--- src/sv/rcbp_pkg.sv ---
// Shared types and constants for the reference-counted buffer pool.
`default_nettype none
package rcbp_pkg;
   localparam int POOL_SLOTS_DEF = 16;
   localparam int SLOT_W         = 8;
   localparam int COUNT_W        = 8;
   localparam logic [COUNT_W-1:0] COUNT_ZERO = 8'h00;
   localparam logic [COUNT_W-1:0] COUNT_FULL = 8'hFF;
   localparam logic [COUNT_W-1:0] COUNT_ONE  = 8'h01;

   typedef enum logic [1:0] {
      ACT_ACQUIRE = 2'd0,
      ACT_INC     = 2'd1,
      ACT_DEC     = 2'd2,
      ACT_READ    = 2'd3
   } action_type;

   typedef enum logic [2:0] {
      ST_OK      = 3'd0,
      ST_NO_FREE = 3'd1,
      ST_RANGE   = 3'd2,
      ST_BAD_INC = 3'd3,
      ST_BAD_DEC = 3'd4
   } status_type;

   typedef enum logic {
      S_IDLE = 1'b0,
      S_EXEC = 1'b1
   } state_type;
endpackage
`default_nettype wire

--- src/sv/refcounted_buffer_pool_core.sv ---
// Top level: reference-counted buffer pool with count memory and result register.
// One request at a time: a request is accepted, the slot's count is read from a
// synchronous count memory into a register, and then in the execute state the
// count is modified, written back and the response is loaded into the output
// register; only then can the next request be accepted, and the count memory is
// read and written once per request. A full output register that is not being
// drained holds the request in flight. Counts start at zero after reset through a
// per-slot in-use bitmap in flip-flops, so no clearing pass is needed. Acquire
// returns the lowest slot with a zero count.
`default_nettype none
module refcounted_buffer_pool_core #(
   parameter int POOL_SLOTS = rcbp_pkg::POOL_SLOTS_DEF
) (
   input  wire logic        clock,
   input  wire logic        reset,
   input  wire logic        req_tvalid,
   output logic             req_tready,
   input  wire logic [7:0]  req_tdata,   // [7:0] slot
   input  wire logic [1:0]  req_tuser,   // [1:0] action
   output logic             rsp_tvalid,
   input  wire logic        rsp_tready,
   // [0] ok, [8:1] granted_slot, [16:9] count, [17] still_referenced,
   // [20:18] status, [23:21] zero
   output logic [23:0]      rsp_tdata
);
   import rcbp_pkg::*;

   localparam int IDX_W = (POOL_SLOTS > 1) ? $clog2(POOL_SLOTS) : 1;

   state_type                state_ff, state_in;
   action_type               action_ff;
   logic [SLOT_W-1:0]        slot_ff;
   logic [COUNT_W-1:0]       rd_ff;
   logic [POOL_SLOTS-1:0]    used_ff, used_in;
   logic                     rsp_valid_ff, rsp_valid_in;
   logic [23:0]              rsp_data_ff, rsp_data_in;
   logic [COUNT_W-1:0]       mem [POOL_SLOTS];

   logic                     accept;
   logic                     done;
   logic                     found;
   logic [IDX_W-1:0]         free_idx;
   logic [IDX_W-1:0]         slot_idx;
   logic                     in_range;
   logic [COUNT_W-1:0]       cnt;
   logic                     we;
   logic [IDX_W-1:0]         wr_idx;
   logic [COUNT_W-1:0]       wr_data;
   logic                     r_ok;
   logic [SLOT_W-1:0]        r_slot;
   logic [COUNT_W-1:0]       r_count;
   logic                     r_still;
   status_type               r_status;

   rcbp_find_free #(
      .POOL_SLOTS (POOL_SLOTS),
      .IDX_W      (IDX_W)
   ) u_find_free (
      .used     (used_ff),
      .found    (found),
      .free_idx (free_idx)
   );

   assign req_tready = (state_ff == S_IDLE);
   assign accept     = req_tvalid && req_tready;
   assign rsp_tvalid = rsp_valid_ff;
   assign rsp_tdata  = rsp_data_ff;

   assign slot_idx = slot_ff[IDX_W-1:0];
   assign in_range = {1'b0, slot_ff} < (SLOT_W + 1)'(POOL_SLOTS);
   // a slot not marked in use reads as zero whatever the memory holds
   assign cnt      = used_ff[slot_idx] ? rd_ff : COUNT_ZERO;

   // response and write-back for the request in the execute cycle
   always_comb begin
      r_ok     = 1'b0;
      r_slot   = slot_ff;
      r_count  = COUNT_ZERO;
      r_still  = 1'b0;
      r_status = ST_OK;
      we       = 1'b0;
      wr_idx   = slot_idx;
      wr_data  = cnt;
      used_in  = used_ff;
      if (action_ff == ACT_ACQUIRE) begin
         if (found) begin
            r_ok     = 1'b1;
            r_slot   = SLOT_W'(free_idx);
            r_count  = COUNT_ONE;
            we       = 1'b1;
            wr_idx   = free_idx;
            wr_data  = COUNT_ONE;
            used_in[free_idx] = 1'b1;
         end else begin
            r_status = ST_NO_FREE;
         end
      end else if (!in_range) begin
         r_status = ST_RANGE;
      end else begin
         unique case (action_ff)
            ACT_INC: begin
               if (cnt == COUNT_ZERO || cnt == COUNT_FULL) begin
                  r_count  = cnt;
                  r_status = ST_BAD_INC;
               end else begin
                  r_ok    = 1'b1;
                  r_count = cnt + COUNT_ONE;
                  we      = 1'b1;
                  wr_data = cnt + COUNT_ONE;
               end
            end
            ACT_DEC: begin
               if (cnt == COUNT_ZERO) begin
                  r_status = ST_BAD_DEC;
               end else begin
                  r_ok    = 1'b1;
                  r_count = cnt - COUNT_ONE;
                  r_still = (cnt != COUNT_ONE);
                  we      = 1'b1;
                  wr_data = cnt - COUNT_ONE;
                  used_in[slot_idx] = (cnt != COUNT_ONE);
               end
            end
            ACT_READ: begin
               r_ok    = 1'b1;
               r_count = cnt;
            end
            default: begin
               r_ok = 1'b0;
            end
         endcase
      end
   end

   // control
   always_comb begin
      state_in     = state_ff;
      rsp_valid_in = rsp_valid_ff && !rsp_tready;
      rsp_data_in  = rsp_data_ff;
      done         = 1'b0;
      unique case (state_ff)
         S_IDLE: begin
            if (accept) begin
               state_in = S_EXEC;
            end
         end
         S_EXEC: begin
            if (!rsp_valid_ff || rsp_tready) begin
               done         = 1'b1;
               state_in     = S_IDLE;
               rsp_valid_in = 1'b1;
               rsp_data_in  = {3'b000, r_status, r_still, r_count, r_slot, r_ok};
            end
         end
         default: begin
            state_in = S_IDLE;
         end
      endcase
   end

   always_ff @(posedge clock) begin
      if (reset) begin
         state_ff     <= S_IDLE;
         rsp_valid_ff <= 1'b0;
         used_ff      <= '0;
      end else begin
         state_ff     <= state_in;
         rsp_valid_ff <= rsp_valid_in;
         if (done) begin
            used_ff <= used_in;
         end
      end
   end

   always_ff @(posedge clock) begin
      rsp_data_ff <= rsp_data_in;
      if (accept) begin
         action_ff <= action_type'(req_tuser);
         slot_ff   <= req_tdata;
      end
   end

   // count memory: read on accept, write back on completion
   always_ff @(posedge clock) begin
      if (accept) begin
         rd_ff <= mem[req_tdata[IDX_W-1:0]];
      end
      if (done && we) begin
         mem[wr_idx] <= wr_data;
      end
   end
endmodule
`default_nettype wire

--- src/sv/rcbp_find_free.sv ---
// Lowest-index free slot search over the in-use bitmap.
`default_nettype none
module rcbp_find_free #(
   parameter int POOL_SLOTS = rcbp_pkg::POOL_SLOTS_DEF,
   parameter int IDX_W      = (POOL_SLOTS > 1) ? $clog2(POOL_SLOTS) : 1
) (
   input  wire logic [POOL_SLOTS-1:0] used,
   output logic                       found,
   output logic [IDX_W-1:0]           free_idx
);
   import rcbp_pkg::*;

   always_comb begin
      found    = 1'b0;
      free_idx = '0;
      // scan from the top so the lowest free slot wins
      for (int i = POOL_SLOTS - 1; i >= 0; i--) begin
         if (!used[i]) begin
            found    = 1'b1;
            free_idx = IDX_W'(i);
         end
      end
   end
endmodule
`default_nettype wire

--- config.mk ---
export PLATFORM = sky130hd
export DESIGN_NAME = refcounted_buffer_pool_core
export DESIGN_NICKNAME = d
export VERILOG_FILES = /design/src/sv/rcbp_pkg.sv /design/src/sv/refcounted_buffer_pool_core.sv /design/src/sv/rcbp_find_free.sv
export SDC_FILE = /design/constraint.sdc
export NUM_CORES = 1
export LEC_CHECK = 0
export BUFFER_PORTS_ARGS = -buffer_cell sky130_fd_sc_hd__buf_2
export CAP_MARGIN = 20
export CORE_AREA = 2 2 171 106
export CTS_BUF_LIST = sky130_fd_sc_hd__clkbuf_8
export DETAILED_ROUTE_END_ITERATION = 10
export DIE_AREA = 0 0 173 108
export PLACE_DENSITY = 0.69
export SYNTH_ARGS = -nofsm -noshare
export SYNTH_HDL_FRONTEND = slang
export SYNTH_HIERARCHICAL = 1
export SYNTH_SLANG_ARGS = --single-unit
export TNS_END_PERCENT = 20
--- constraint.sdc ---
create_clock -name clock -period 7.7 [get_ports clock]
set_input_delay 0 -clock clock [delete_from_list [all_inputs] [get_ports clock]]
set_output_delay 0 -clock clock [all_outputs]
set_load 0.03 [all_outputs]
==> out/qor.txt <==
Worst Path Required: 7.83 ns
Worst path cell trace: nand2b_1, a211oi_1, nor3_1, or2_1, nand2_1, inv_2, ha_1, nand3_1, or3_1, o21bai_2, a21o_1, a31oi_1, nor2_1
Crit-path leading delay family: simple AND/OR/NAND/NOR gates
Total routed wirelength: 23000 µm
Diodes inserted: 0
Actual slew at the worst max-slew pin: 0.880 ns
Hold WC Path Type: in2reg
Leak Pwr: 3.16 nW
Post-Synthesis Cells: 658
Worst Clk Skew: 0.0157 ns
Crit path depth: 13
Top layer in use: met4
CTS tree: yes
Met2 WL: 9230 µm
Largest net degree at the start of global routing: 43
Synth cell types: 71
Final setup fails: 0
Row count: 37
Initial Utilization: 0.519
Startpoint Class: register
Yosys warning count: 6
Post-synth EDFFs: 167
Vias per Instance: 6.42
Area growth, synth to finish: 10.7%
Number of synthesized register bits: 185
Clock Sink Count: 185
Antenna violations before repair: 0
Top_reg_cell synth: edfxtp_1
Power density cells: 209 mW/mm²
Placer congestion estimate: 0.976
Clock Tree Buf Depth: 2
R2R cell count: 13
Setup Crit Path Kind: reg2reg
Final design instance area without fill: 0.00974 mm²
Fin. Hold Viols: 0
Most frequent cells in the layout: edfxtp_1 (167), nand2_1 (40), mux4_2 (40)
1st-iter DRT viols: 800
Final Power: 2.03 mW
CTS clock-pin slew for the worst setup and hold paths: 0.10 ns
Crit path DAT: 5.57 ns
PortBufs: 36
Die Height: 108 µm
Nets@finish: 720
Placed instance area: 0.00917 mm²
Seq/Total Area, Yosys: 0.611
First-pass GRT wire length: 34800 µm
Syn Area/Cell: 13.4 µm²
CTS H-tree lvls: 4
Outcome: finished clean
Core area: 0.0169 mm²
Cts repair resizes: 0
Final Non-Filler Cells: 945
Num ports: 40
DRC viols: 0
Routed length per placed instance: 24.3 µm
HPWL Detailed: 16200 µm
Period utilization: 0.707
Fmax: 0.184 GHz
Total CTS buffers: 17
Post-DRT Antenna Nets: 0
WP buf/inv: 1
VDD IR-drop max: 0.000120 V
Setup TNS: 0 ns
Router iterations before antenna repair: 5
Max stage delay on crit path: 0.64 ns
Critical path fanouts, max: 17
Max_slew headroom: 0.411
Worst hold stages: 2
Metal-1 WL: 11000 µm
Vias in the first global route: 5572
Period minus WS final: 5.44 ns
Critical-path top delay cell: a31oi_1
DP Cell Count: 896
Die width: 173 µm
GRT overflow: 0
Latest clock arrival within the worst-skew pair: 0.47 ns
Die area: 0.0187 mm²
Mapped Area: 0.00880 mm²
Max-cap violations: 0
Fraction of registers with async set/reset: 0
Detailed route wirelength on metal3: 2490 µm
Commonest non-fill, non-tap cell in the layout: edfxtp_1
Pins over their slew limit: 0
GRT Total Usage: 0.255
Vias: 6066
Share of cells above drive strength 1: 0.198
Crit end category: register
Root Driver: clkbuf_8
RSZ-0062 raised after global routing: no
-- cells by family after synthesis --
| group | synth area share |
|---|---|
| simple gates | 0.136 |
| flops | 0.611 |
| fa+ha+maj | 0.0114 |
| mux | 0.115 |
| compound gates | 0.0873 |
| other cells | 0.000426 |
| xor+xnor | 0.00299 |
| buf+inv | 0.0358 |
-- cells in the mapped netlist, types with 3 or more instances --
master / n / area (µm²)
edfxtp_1: 167 / 5010
mux4_2: 40 / 901
nand2_1: 40 / 150
nor2_1: 34 / 128
a21oi_1: 30 / 150
nor3_1: 29 / 145
nand3_1: 26 / 130
clkbuf_1: 24 / 90.1
nor4_1: 24 / 150
o31ai_1: 19 / 143
dfxtp_1: 18 / 360
inv_1: 16 / 60.1
o21ai_0: 15 / 75.1
nor2b_1: 12 / 75.1
a31oi_1: 11 / 68.8
buf_1: 11 / 41.3
nand4_1: 11 / 68.8
mux2i_1: 10 / 100
and2_1: 8 / 50.1
buf_2: 8 / 40.0
ha_1: 8 / 100
and3_1: 7 / 43.8
nand2b_1: 7 / 43.8
or3_1: 7 / 43.8
buf_4: 5 / 37.5
a311oi_1: 4 / 35.0
o21ai_1: 4 / 20.0
a211oi_1: 3 / 22.5
buf_6: 3 / 33.8
o211ai_1: 3 / 22.5
or2_2: 3 / 18.8
-- flip-flops by register name, summed over array words and instances (netlist names) --
name / flops
action_ff: 2
mem: 128
rd_ff: 8
rsp_tdata: 21
rsp_tvalid: 1
slot_ff: 8
state_ff: 1
used_ff: 16
-- worst register-to-register path: cells and delay by family, from the launching register on --
family / cells / cell delay [ns]
and+or+nand+nor: 7 / 2.86
AOI/OAI and AO/OA: 4 / 1.33
adders and majority gates: 1 / 0.21
buffers and inverters: 1 / 0.13
DFF: 1 / 0.56
-- routing by layer --
metal | up-vias | GRT usage
met4 | 0 | 0.0617
met5 | - | 0
met3 | 24 | 0.0626
met2 | 330 | 0.336
met1 | 3041 | 0.416
li1 | 2671 | -
-- layout make-up --
cell class,count,area [µm²]
Clock buffer,17,234
Sequential cell,185,5380
Tap cell,234,293
Clock inverter,15,168
Inverter,18,72.6
Timing Repair Buffer,70,475
Fill cell,1354,7210
Multi-Input combinational cell,406,3120
-- power breakdown --
part	switching (mW)	internal (mW)
combinational	0.153	0.0707
clock	0.371	0.296
sequential	0.0192	1.12
-- path summary, 6_finish.rpt --
kind	startpoint	endpoint	slack, ns
worst min register to register	slot_ff[4]	rsp_tdata[5]	0.58
worst min-delay path	req_tdata[0]	slot_ff[0]	0.19
worst max-delay path	slot_ff[1]	mem[1][7]	2.26
worst max register to register	slot_ff[1]	mem[1][7]	2.26
-- repair_timing --
item                      4_1_cts  5_1_grt
buffers inserted                0        0
hold endpoints to repair       29        0
hold buffers                   13        0
-- stage by stage --
| step | util | hold WS [ns] | setup slack [ns] |
|---|---|---|---|
| 6_report | 0.575 | 0.186 | 2.26 |
| 5_1_grt | 0.575 | 0.212 | 1.91 |
| 4_1_cts | 0.573 | 0.190 | 2.32 |
| 3_5_place_dp | 0.541 | 0.178 | 2.38 |
| 3_3_place_gp | 0.541 | 0.179 | 2.61 |
| 2_1_floorplan | - | 0.0989 | 3.60 |
Note: power is estimated with default switching activity, not from simulation.
